===== config.mk =====
export PLATFORM = sky130hd
export DESIGN_NAME = json_string_unescape_utf8
export DESIGN_NICKNAME = d
export VERILOG_FILES = /design/src/jsu_pkg.sv /design/src/jsu_decode.sv /design/src/jsu_burst.sv /design/src/json_string_unescape_utf8.sv
export SDC_FILE = /design/constraint.sdc
export NUM_CORES = 1
export LEC_CHECK = 0
export BUFFER_PORTS_ARGS = -buffer_cell sky130_fd_sc_hd__buf_2
export CAP_MARGIN = 25
export CORE_AREA = 2 2 101 103
export CTS_CLUSTER_SIZE = 10
export DETAILED_ROUTE_END_ITERATION = 10
export DIE_AREA = 0 0 103 105
export PLACE_DENSITY = 0.62
export SETUP_SLACK_MARGIN = 0.02
export SYNTH_ARGS = -nofsm -noshare
export SYNTH_HDL_FRONTEND = slang
export SYNTH_HIERARCHICAL = 1
export SYNTH_SLANG_ARGS = --single-unit

===== constraint.sdc =====
create_clock -name clock -period 5.9 [get_ports clock]
set_input_delay 1.18 -clock clock [delete_from_list [all_inputs] [get_ports clock]]
set_output_delay 1.18 -clock clock [all_outputs]
set_load 0.1 [all_outputs]

===== src/jsu_pkg.sv =====
// Package for the JSON string unescaper: result kinds, phase codes, the result set
// that travels from the decoder to the output buffer, and the UTF-8 and hex helpers.
// No dependencies.
package jsu_pkg;

   // Result kinds as seen on the response channel.
   typedef enum logic [1:0] {
      KIND_DATA = 2'd0,
      KIND_END  = 2'd1,
      KIND_ERR  = 2'd2
   } kind_type;

   // Decoder phase, one-hot.
   typedef enum logic [2:0] {
      PH_NORMAL = 3'b001,
      PH_ESCAPE = 3'b010,
      PH_HEX    = 3'b100
   } phase_type;

   localparam int MaxResults = 4;
   localparam int CountWidth = $clog2(MaxResults + 1);
   localparam int PosWidth   = $clog2(MaxResults);

   // Character codes used by the decoder.
   localparam logic [7:0] ChQuote     = 8'h22;
   localparam logic [7:0] ChBackslash = 8'h5C;
   localparam logic [7:0] ChSlash     = 8'h2F;
   localparam logic [7:0] ChLowerB    = 8'h62;
   localparam logic [7:0] ChLowerF    = 8'h66;
   localparam logic [7:0] ChLowerN    = 8'h6E;
   localparam logic [7:0] ChLowerR    = 8'h72;
   localparam logic [7:0] ChLowerT    = 8'h74;
   localparam logic [7:0] ChLowerU    = 8'h75;

   // One result entry.
   typedef struct packed {
      logic [7:0] data;
      kind_type   kind;
   } entry_type;

   // All results caused by one input byte.
   typedef struct packed {
      logic [CountWidth-1:0] count;
      entry_type [MaxResults-1:0] entry;
   } result_set_type;

   // UTF-8 encoding of a 16-bit code value: byte count and up to three bytes.
   typedef struct packed {
      logic [1:0] count;
      logic [2:0][7:0] bytes;
   } utf8_type;

   // Hex digit decode: flag and value.
   typedef struct packed {
      logic       ok;
      logic [3:0] value;
   } hex_type;

   function automatic utf8_type utf8_encode(input logic [15:0] v);
      utf8_type u;
      u.bytes = '0;
      if (v < 16'h0080) begin
         u.count    = 2'd1;
         u.bytes[0] = v[7:0];
      end else if (v < 16'h0800) begin
         u.count    = 2'd2;
         u.bytes[0] = 8'hC0 | {3'b000, v[10:6]};
         u.bytes[1] = 8'h80 | {2'b00, v[5:0]};
      end else begin
         u.count    = 2'd3;
         u.bytes[0] = 8'hE0 | {4'b0000, v[15:12]};
         u.bytes[1] = 8'h80 | {2'b00, v[11:6]};
         u.bytes[2] = 8'h80 | {2'b00, v[5:0]};
      end
      return u;
   endfunction

   function automatic hex_type hex_decode(input logic [7:0] c);
      hex_type h;
      h.ok    = 1'b1;
      h.value = 4'd0;
      if (c >= 8'h30 && c <= 8'h39) begin
         h.value = c[3:0];
      end else if ((c >= 8'h61 && c <= 8'h66) || (c >= 8'h41 && c <= 8'h46)) begin
         h.value = c[3:0] + 4'd9;
      end else begin
         h.ok = 1'b0;
      end
      return h;
   endfunction

endpackage


===== src/jsu_decode.sv =====
// Decoder for the JSON string unescaper: phase, hex count and code value registers
// and the logic that turns one input byte into its result set. Uses jsu_pkg.
module jsu_decode
   import jsu_pkg::*;
(
   input  logic           clock,
   input  logic           reset,
   input  logic           accept,
   input  logic [7:0]     in_byte,
   output result_set_type result_set
);

   phase_type   phase_ff, phase_in;
   logic [1:0]  hex_count_ff, hex_count_in;
   logic [15:0] code_value_ff, code_value_in;

   hex_type     hex;
   logic [15:0] code_shifted;
   utf8_type    utf8;
   logic [1:0]  prefix_count;
   logic        tail_valid;
   entry_type   tail;

   assign hex          = hex_decode(in_byte);
   assign code_shifted = {code_value_ff[11:0], hex.value};

   // Work out the UTF-8 prefix and the single tail result for this byte.
   always_comb begin
      phase_in      = phase_ff;
      hex_count_in  = hex_count_ff;
      code_value_in = code_value_ff;
      utf8          = utf8_encode(code_value_ff);
      prefix_count  = 2'd0;
      tail_valid    = 1'b0;
      tail.data     = 8'h00;
      tail.kind     = KIND_DATA;

      unique case (phase_ff)
         PH_ESCAPE: begin
            phase_in   = PH_NORMAL;
            tail_valid = 1'b1;
            case (in_byte)
               ChQuote, ChBackslash, ChSlash: tail.data = in_byte;
               ChLowerB: tail.data = 8'h08;
               ChLowerF: tail.data = 8'h0C;
               ChLowerN: tail.data = 8'h0A;
               ChLowerR: tail.data = 8'h0D;
               ChLowerT: tail.data = 8'h09;
               ChLowerU: begin
                  phase_in      = PH_HEX;
                  hex_count_in  = 2'd0;
                  code_value_in = 16'h0000;
                  tail_valid    = 1'b0;
               end
               default: tail.kind = KIND_ERR;
            endcase
         end
         PH_HEX: begin
            if (hex.ok) begin
               code_value_in = code_shifted;
               if (hex_count_ff == 2'd3) begin
                  utf8         = utf8_encode(code_shifted);
                  prefix_count = utf8.count;
                  phase_in     = PH_NORMAL;
                  hex_count_in = 2'd0;
               end else begin
                  hex_count_in = hex_count_ff + 2'd1;
               end
            end else begin
               // Short sequence: flush the value so far, then treat the byte as plain.
               prefix_count = utf8.count;
               hex_count_in = 2'd0;
               phase_in     = PH_NORMAL;
               if (in_byte == ChQuote) begin
                  tail_valid = 1'b1;
                  tail.kind  = KIND_END;
               end else if (in_byte == ChBackslash) begin
                  phase_in = PH_ESCAPE;
               end else begin
                  tail_valid = 1'b1;
                  tail.data  = in_byte;
               end
            end
         end
         default: begin
            phase_in = PH_NORMAL;
            if (in_byte == ChQuote) begin
               tail_valid = 1'b1;
               tail.kind  = KIND_END;
            end else if (in_byte == ChBackslash) begin
               phase_in = PH_ESCAPE;
            end else begin
               tail_valid = 1'b1;
               tail.data  = in_byte;
            end
         end
      endcase
   end

   // Place the prefix bytes first and the tail right after them.
   always_comb begin
      result_set.count = CountWidth'(prefix_count) + CountWidth'(tail_valid);
      for (int i = 0; i < MaxResults; i++) begin
         if (i < 3 && PosWidth'(i) < PosWidth'(prefix_count)) begin
            result_set.entry[i].data = utf8.bytes[i < 3 ? i : 0];
            result_set.entry[i].kind = KIND_DATA;
         end else begin
            result_set.entry[i] = tail;
         end
      end
   end

   // State moves only when a transaction is taken.
   always_ff @(posedge clock) begin
      if (reset) begin
         phase_ff      <= PH_NORMAL;
         hex_count_ff  <= 2'd0;
         code_value_ff <= 16'h0000;
      end else if (accept) begin
         phase_ff      <= phase_in;
         hex_count_ff  <= hex_count_in;
         code_value_ff <= code_value_in;
      end
   end

endmodule


===== src/jsu_burst.sv =====
// Result buffer for the JSON string unescaper: holds the result set of one input
// byte and hands it out one entry per transaction. Uses jsu_pkg.
module jsu_burst
   import jsu_pkg::*;
(
   input  logic           clock,
   input  logic           reset,
   input  logic           load,
   input  result_set_type result_set,
   output logic           can_load,
   output logic           rsp_valid,
   input  logic           rsp_stall,
   output logic [7:0]     rsp_out_byte,
   output logic [1:0]     rsp_kind,
   output logic           rsp_last
);

   logic [CountWidth-1:0] remain_ff;
   logic [PosWidth-1:0]   pos_ff;
   entry_type             entry_ff [MaxResults];
   logic                  drain;

   assign rsp_valid    = (remain_ff != '0);
   assign drain        = rsp_valid && !rsp_stall;
   assign rsp_last     = (remain_ff == CountWidth'(1));
   assign rsp_out_byte = entry_ff[pos_ff].data;
   assign rsp_kind     = entry_ff[pos_ff].kind;

   // A new set may enter when the buffer is empty or the last entry of the current one is leaving.
   assign can_load = !rsp_valid || (rsp_last && drain);

   // Count and position of the entry on show.
   always_ff @(posedge clock) begin
      if (reset) begin
         remain_ff <= '0;
         pos_ff    <= '0;
      end else if (load) begin
         remain_ff <= result_set.count;
         pos_ff    <= '0;
      end else if (drain) begin
         remain_ff <= remain_ff - CountWidth'(1);
         pos_ff    <= pos_ff + PosWidth'(1);
      end
   end

   // Payload entries.
   always_ff @(posedge clock) begin
      if (load) begin
         for (int i = 0; i < MaxResults; i++) begin
            entry_ff[i] <= result_set.entry[i];
         end
      end
   end

endmodule


===== src/json_string_unescape_utf8.sv =====
// Top level of the JSON string unescaper with UTF-8 output.
// Instantiates jsu_decode and jsu_burst; uses jsu_pkg.
//
//   Channel | Direction | Handshake            | Payload
//   req     | in        | req_valid/req_stall  | req_in_byte
//   rsp     | out       | rsp_valid/rsp_stall  | rsp_out_byte, rsp_kind, rsp_last
//
// One result leaves per cycle while rsp_stall is low. An input byte causes n results
// (0 to 4); the result buffer hands them out one a cycle unless stalled
// and takes the next byte in the cycle its final result is taken.
// Reset is synchronous and returns the decoder to the plain-character phase.
// A stall on the response side holds the buffer and, through it, the request side.
module json_string_unescape_utf8
   import jsu_pkg::*;
(
   input  logic       clock,
   input  logic       reset,
   input  logic       req_valid,
   output logic       req_stall,
   input  logic [7:0] req_in_byte,
   output logic       rsp_valid,
   input  logic       rsp_stall,
   output logic [7:0] rsp_out_byte,
   output logic [1:0] rsp_kind,
   output logic       rsp_last
);

   result_set_type result_set;
   logic           can_load;
   logic           accept;

   assign req_stall = !can_load;
   assign accept    = req_valid && can_load;

   jsu_decode u_decode (
      .clock      (clock),
      .reset      (reset),
      .accept     (accept),
      .in_byte    (req_in_byte),
      .result_set (result_set)
   );

   jsu_burst u_burst (
      .clock        (clock),
      .reset        (reset),
      .load         (accept),
      .result_set   (result_set),
      .can_load     (can_load),
      .rsp_valid    (rsp_valid),
      .rsp_stall    (rsp_stall),
      .rsp_out_byte (rsp_out_byte),
      .rsp_kind     (rsp_kind),
      .rsp_last     (rsp_last)
   );

endmodule


==> impl_metrics.tcl, run 1 <==
set metrics [dict create \
    synth_seq_cells 68 \
    final.hold.worst_slack_ns 0.488 \
    synthesis.area_per_instance_um2 9.40 \
    drc_errors 0 \
    first_global_vias 3210 \
    maximum_number_of_pins_on_one_net_before_global_route_repair 47 \
    wl_per_cell_um 17.1 \
    drt_iter0_markers 375 \
    critPathMaxFanout 23 \
    timing.final.hold_violations 0 \
    die_w_um 103 \
    placement_rows 36 \
    detail-route-antenna-nets 0 \
    slew_of_the_pin_with_the_lowest_slew_margin_ns 0.927 \
    cts_hold_buf 0 \
    grt_first_pass_wirelength_um 17100 \
    max_slew_violation_total_from_the_final_report 0 \
    clk_root_buffer_cell "sky130_fd_sc_hd__clkbuf_8" \
    min-delay-path-class "flip-flop to flip-flop" \
    start_util_pct 44.2 \
    max_cap_violation_count 0 \
    synth_warnings 6 \
    cts_buffers 9 \
    most_area_consuming_cells_after_synthesis "sky130_fd_sc_hd__edfxtp_1 28%, sky130_fd_sc_hd__dfxtp_1 13%, sky130_fd_sc_hd__a21oi_1 5.4%" \
    grt_overflow 0 \
    detailedPlacementHpwl_um 7290 \
    synth_area_mm2 0.00426 \
    area_growth_pct 8.72 \
    power_leakage_uw 0.00161 \
    grt_setup_unrepaired "no" \
    cellPowerDensity_mw_per_mm2 300 \
    timing.fmax_ghz 0.278 \
    finish.cell_count_without_fillers 602 \
    final.min_clock_period_ns 3.60 \
    synth_cell_types 77 \
    worst_setup_hold_path_clk_slew_ns 0.07 \
    finClkSkew_ns 0.00806 \
    relSlewSlack_pct 38.2 \
    critPathLaunchType "input pin" \
    peak_supply_drop_mv 0.184 \
    postSynthNetCount 475 \
    worstSkewPairLatency_ns 0.34 \
    worstPathRequired_ns 5.99 \
    vias_per_cell 5.91 \
    setup_viol 0 \
    synth-edff-count 40 \
    fin_util_pct 48.1 \
    ctsHtreeMaxLevel 3 \
    antenna_cells 0 \
    drive_above_1_share_pct 16.8 \
    max_stage_delay_ns 0.72 \
    layout_common_cells "46 x sky130_fd_sc_hd__a21oi_1, 46 x sky130_fd_sc_hd__nand2_1, 40 x sky130_fd_sc_hd__edfxtp_1, 28 x sky130_fd_sc_hd__nand3_1, 28 x sky130_fd_sc_hd__dfxtp_1" \
    cp_slowest_cell "sky130_fd_sc_hd__o211ai_2" \
    vias 3558 \
    final_min_period_over_clock_period_pct 61.0 \
    pin_count 25 \
    layout.nets 486 \
    setup.worst_path.end_class "flip-flop" \
    die_area_mm2 0.0108 \
    post-place-cells 586 \
    place.gp.congestion 0.958 \
    cp.arrival_ns 3.68 \
    yosys.area.top_type "sky130_fd_sc_hd__edfxtp_1" \
    clock-sinks 68 \
    port_buffers 24 \
    synthesized_netlist_cell_count 453 \
    cp_num_buf_inv 2 \
    r2r_slack_ns 2.81 \
    cts-resized-gates 0 \
    drt_wl_total_um 10300 \
    grt_use_total_pct 20.1 \
    floorplan.core_area_mm2 0.00964 \
    synthArstFlopShare_pct 0 \
    status "finished, final reports clean" \
    cts-root-to-sink-buffers 2 \
    cp_cell_sequence "buf_2, inv_1, ha_1, or3b_1, and3_4, o211ai_2, o21ai_0, mux2_1" \
    totalNegativeSetupSlack_ns 0 \
    grt_antenna_before_repair 0 \
    drtPass1Iterations 5 \
    synthDominantCellAreaShare_pct 28.2 \
    timing.critical_path.max_delay_family "compound AO/OA/AOI/OAI gates" \
    ys.flop_type "sky130_fd_sc_hd__edfxtp_1" \
    dieHeight_um 105 \
    cts_tree "yes" \
    seq_total_area_yosys_pct 41.4 \
    post-cts-setup-buffers 0 \
    timing_worst_setup_path_type "input pin to flip-flop" \
]
Yosys cell counts, drive strengths merged, types with 11 or more instances:
master and instances:
nand3 29, nand2 47, inv 26, buf 11, a21oi 48, clkbuf 17, o21ai 30, nor2 26
dfxtp 28, edfxtp 40, nor3 11
layout make-up:
cell class / count / area (µm²)
Sequential cell: 68 / 1760
Timing Repair Buffer: 28 / 150
Clock inverter: 6 / 55.1
Inverter: 27 / 104
Tap cell: 133 / 166
Multi-Input combinational cell: 330 / 2270
Clock buffer: 10 / 128
Fill cell: 935 / 5010
cell families after synthesis:
logic type | Yosys count | synth area share, %
simple gates | 167 | 21.5
buf+inv | 55 | 5.46
fa+ha+maj | 10 | 2.94
compound gates | 128 | 19.8
mux | 24 | 8.78
xor+xnor | 1 | 0.206
flops | 68 | 41.4
worst reg2reg max path: stages (launching register included):
cell	delay (ns)
sky130_fd_sc_hd__dfxtp_1	0.33
sky130_fd_sc_hd__inv_1	0.10
sky130_fd_sc_hd__ha_1	0.17
sky130_fd_sc_hd__nor2b_2	0.28
sky130_fd_sc_hd__a21o_1	0.13
sky130_fd_sc_hd__and2_2	0.13
sky130_fd_sc_hd__buf_4	0.46
sky130_fd_sc_hd__nand2_1	0.31
sky130_fd_sc_hd__a21oi_1	0.78
sky130_fd_sc_hd__nand3_1	0.17
sky130_fd_sc_hd__a21oi_1	0.17
routing by layer:
metal  share of wire [%]  global-route usage, %
met1                  46                   29.8
met3                 6.3                   3.88
met4                 2.6                   6.77
met2                  45                   29.0
met5                   0                      0
metrics by stage:
step / setup slack, ns / total power [µW] / instance area [µm²]
after CTS: 2.33 / 1400 / 4630
after global placement: 2.09 / 1030 / 4450
after floorplan: 1.48 / 965 / 4260
after detailed placement: 1.97 / 1040 / 4450
final: 2.30 / 1390 / 4630
after global routing: 2.09 / 1450 / 4630
sequential cells by signal, summed over array words and instances (netlist names), named ones only:
register / flops
u_burst/entry_ff: 40
u_burst/pos_ff: 2
u_burst/remain_ff: 3
u_decode/code_value_ff: 16
u_decode/hex_count_ff: 2
u_decode/phase_ff: 3
power breakdown:
group | internal [µW] | switching, µW
clock | 191 | 174
combinational | 92.6 | 331
sequential | 577 | 24.6
total | 860 | 529
final timing paths:
kind                                     startpoint                                      end  cells after the start
setup / recovery                     req_in_byte[0]         u_burst/entry_ff[2][7]$_DFFE_PP_                      8
hold / removal       u_burst/pos_ff[1]$_SDFFE_PP0P_           u_burst/pos_ff[1]$_SDFFE_PP0P_                      2
setup reg to reg  u_burst/remain_ff[0]$_SDFFE_PP0P_  u_decode/code_value_ff[15]$_SDFFE_PP0P_                     10
hold reg to reg      u_burst/pos_ff[1]$_SDFFE_PP0P_           u_burst/pos_ff[1]$_SDFFE_PP0P_                      2
No activity file was read; power rests on OpenSTA's default activity.
==> run 2: changes to the inputs <==
==> constraint.sdc (replaced) <==
create_clock -name clock -period 3.4 [get_ports clock]
set_input_delay 0.68 -clock clock [delete_from_list [all_inputs] [get_ports clock]]
set_output_delay 0.68 -clock clock [all_outputs]
set_load 0.1 [all_outputs]
==> run 2 against run 1 <==
  * Sequential cell count is the same
  * Critical endpoint is now u_burst/remain_ff[2]$_SDFFE_PP0P_
  * Non-clock buffer count is 6 higher
  * Combinational power grew 75%
  * Sequential share of layout area shrank 0.80 points
  * Routed wire length is 0.78% higher
  * Clock-buffer cell count up 1
  * Global-route usage fell by 0.18 points
  * Final cell count increased by 1.0%
  * Total power is 84% higher
  * Register-to-register slack got worse by 2.0 ns
  * Largest cell class unchanged
  * Worst setup slack got worse by 1.9 ns
  * Utilization is 1.0 points higher
==> impl_metrics.tcl, run 2 (synthesized netlist as in run 1, its figures left out) <==
set metrics [dict create \
    status "finished, final reports clean" \
    drive_above_1_share_pct 18.7 \
    dieHeight_um 105 \
    pin_count 25 \
    die_w_um 103 \
    timing.critical_path.depth 13 \
    grt_antenna_before_repair 0 \
    p_comb_share_pct 28.9 \
    min-delay-path-class "flip-flop to flip-flop" \
    worst_setup_hold_path_clk_slew_ns 0.08 \
    timing.fmax_ghz 0.339 \
    die_area_mm2 0.0108 \
    internal-power_uw 1620 \
    timing.critical_path.max_delay_family "simple AND/OR/NAND/NOR gates" \
    grt_setup_unrepaired "no" \
    cts-resized-gates 0 \
    cts_tree "yes" \
    r2r_slack_ns 0.83 \
    cp_slowest_cell "sky130_fd_sc_hd__or3b_1" \
    detailedPlacementHpwl_um 7460 \
    setup_viol 0 \
    slew_of_the_pin_with_the_lowest_slew_margin_ns 1.00 \
    number_of_cells_traversed_by_the_worst_register_to_register_path 9 \
    place.gp.congestion 0.957 \
    layout_common_cells "46 x sky130_fd_sc_hd__a21oi_1, 46 x sky130_fd_sc_hd__nand2_1, 40 x sky130_fd_sc_hd__edfxtp_1, 28 x sky130_fd_sc_hd__nand3_1, 28 x sky130_fd_sc_hd__dfxtp_1" \
    relSlewSlack_pct 33.2 \
    layout.nets 492 \
    antenna_cells 0 \
    switching_pwr_uw 945 \
    cellPowerDensity_mw_per_mm2 542 \
    switching_part_of_the_total_pct 36.9 \
    cts_hold_buf 0 \
    path_common_cell "sky130_fd_sc_hd__ha_1" \
    post_layout_power_uw 2560 \
    drtPass1Iterations 5 \
    setup.worst_path.end_class "flip-flop" \
    clk_root_buffer_cell "sky130_fd_sc_hd__clkbuf_8" \
    post-cts-setup-buffers 0 \
    totalNegativeSetupSlack_ns 0 \
    max_slew_violation_total_from_the_final_report 0 \
    grt_first_pass_wirelength_um 16800 \
    maximum_number_of_pins_on_one_net_before_global_route_repair 46 \
    floorplan.core_area_mm2 0.00964 \
    critPathLaunchType "input pin" \
    first_global_vias 3193 \
    port_buffers 24 \
    cts-root-to-sink-buffers 2 \
    detail-route-antenna-nets 0 \
    peak_supply_drop_mv 0.263 \
    cts_buffers 9 \
    max_stage_delay_ns 0.46 \
    start_util_pct 44.2 \
    worstSkewPairLatency_ns 0.35 \
    final.min_clock_period_ns 2.95 \
    placement_rows 36 \
    finClkSkew_ns 0.0118 \
    cp_num_buf_inv 2 \
    max_cap_violation_count 0 \
    p_seq_share_pct 40.7 \
    timing_worst_setup_path_type "input pin to flip-flop" \
    grt_use_total_pct 19.9 \
    final_min_period_over_clock_period_pct 86.9 \
    worstPathRequired_ns 3.67 \
    vias_per_cell 5.84 \
    clock-sinks 68 \
    timing.final.hold_violations 0 \
    most_flops_register "u_burst/entry_ff" \
    ctsHtreeMaxLevel 3 \
    vias 3549 \
    cp.arrival_ns 3.22 \
    drc_errors 0 \
    wl_per_cell_um 17.1 \
    worstReg2RegStart "u_burst/remain_ff[0]$_SDFFE_PP0P_" \
    largest_register_ff_count 40 \
    drt_wl_total_um 10400 \
    area_growth_pct 11.1 \
    crit_end "u_burst/remain_ff[2]$_SDFFE_PP0P_" \
    drt_iter0_markers 525 \
    cp_cell_sequence "buf_2, inv_1, ha_1, or3b_1, and3_4, nor2_4, a21oi_1, a31oi_1, and2_1, ha_1, ha_1, nor2_1, a311oi_2" \
    power.share.clock_pct 30.4 \
    layout_top_registers "u_burst/entry_ff x40, u_decode/code_value_ff x16" \
    critPathMaxFanout 8 \
    power_leakage_uw 0.00166 \
    timing.rr.end "u_decode/code_value_ff[6]$_SDFFE_PP0P_" \
    grt_overflow 0 \
    crit_path_start "req_in_byte[0]" \
]
[run 2: changes by cell type in the layout (fill, tap and decap cells not counted), moves of 2 or more]
cell                       change
sky130_fd_sc_hd__clkinv_2      -2
sky130_fd_sc_hd__clkinv_1      -2
sky130_fd_sc_hd__buf_4         +6
sky130_fd_sc_hd__clkbuf_8      +2
[run 2: metal layers]
metal	track usage (%)	up-vias	wire length, µm
li1	-	1724	-
met1	30.3	1679	4990
met2	27.8	126	4610
met3	4.88	20	583
met4	5.36	0	191
met5	0	-	0
[run 2: area by class of cell]
type / count / area (µm²)
Multi-Input combinational cell: 330 / 2270
Sequential cell: 68 / 1760
Clock inverter: 5 / 83.8
Clock buffer: 11 / 151
Timing Repair Buffer: 34 / 195
Tap cell: 133 / 166
Inverter: 27 / 104
Fill cell: 940 / 4910
[run 2: power by group through the flow]
stage | sequential (µW) | combinational [µW] | clock [µW]
after CTS | 1050 | 743 | 787
after detailed placement | 1070 | 742 | 0
final | 1040 | 741 | 778
after global placement | 1060 | 736 | 0
after global routing | 1060 | 784 | 830
after floorplan | 1040 | 636 | 0
[run 2: tightest hold or removal path: stages, from the launching register on]
cell	delay, ns
sky130_fd_sc_hd__dfxtp_1	0.32
sky130_fd_sc_hd__nand2_1	0.05
sky130_fd_sc_hd__a21oi_1	0.05
[run 2: how the worst min path moves through the flow]
stage                                            startpoint                                 endpoint  slack (ns)  cells after the start
floorplan                 u_decode/phase_ff[1]$_SDFFE_PP0P_        u_decode/phase_ff[1]$_SDFFE_PP0P_        0.44                      2
global placement          u_decode/phase_ff[1]$_SDFFE_PP0P_        u_decode/phase_ff[1]$_SDFFE_PP0P_        0.46                      2
detailed placement        u_decode/phase_ff[1]$_SDFFE_PP0P_        u_decode/phase_ff[1]$_SDFFE_PP0P_        0.46                      2
CTS                       u_decode/phase_ff[1]$_SDFFE_PP0P_        u_decode/phase_ff[1]$_SDFFE_PP0P_        0.47                      2
global route        u_decode/code_value_ff[12]$_SDFFE_PP0P_  u_decode/code_value_ff[12]$_SDFFE_PP0P_        0.50                      2
finish                    u_decode/phase_ff[1]$_SDFFE_PP0P_        u_decode/phase_ff[1]$_SDFFE_PP0P_        0.47                      2
[run 2: stage by stage]
step,util (%),instance area (µm²),hold slack (ns),setup slack (ns),instances
3_3_place_gp,46.7,4500,0.457,0.270,592
2_1_floorplan,-,4260,0.440,0.0951,453
3_5_place_dp,46.7,4500,0.463,0.157,592
6_report,49.1,4730,0.466,0.446,608
5_1_grt,49.1,4730,0.499,0.346,608
4_1_cts,49.1,4730,0.475,0.516,608
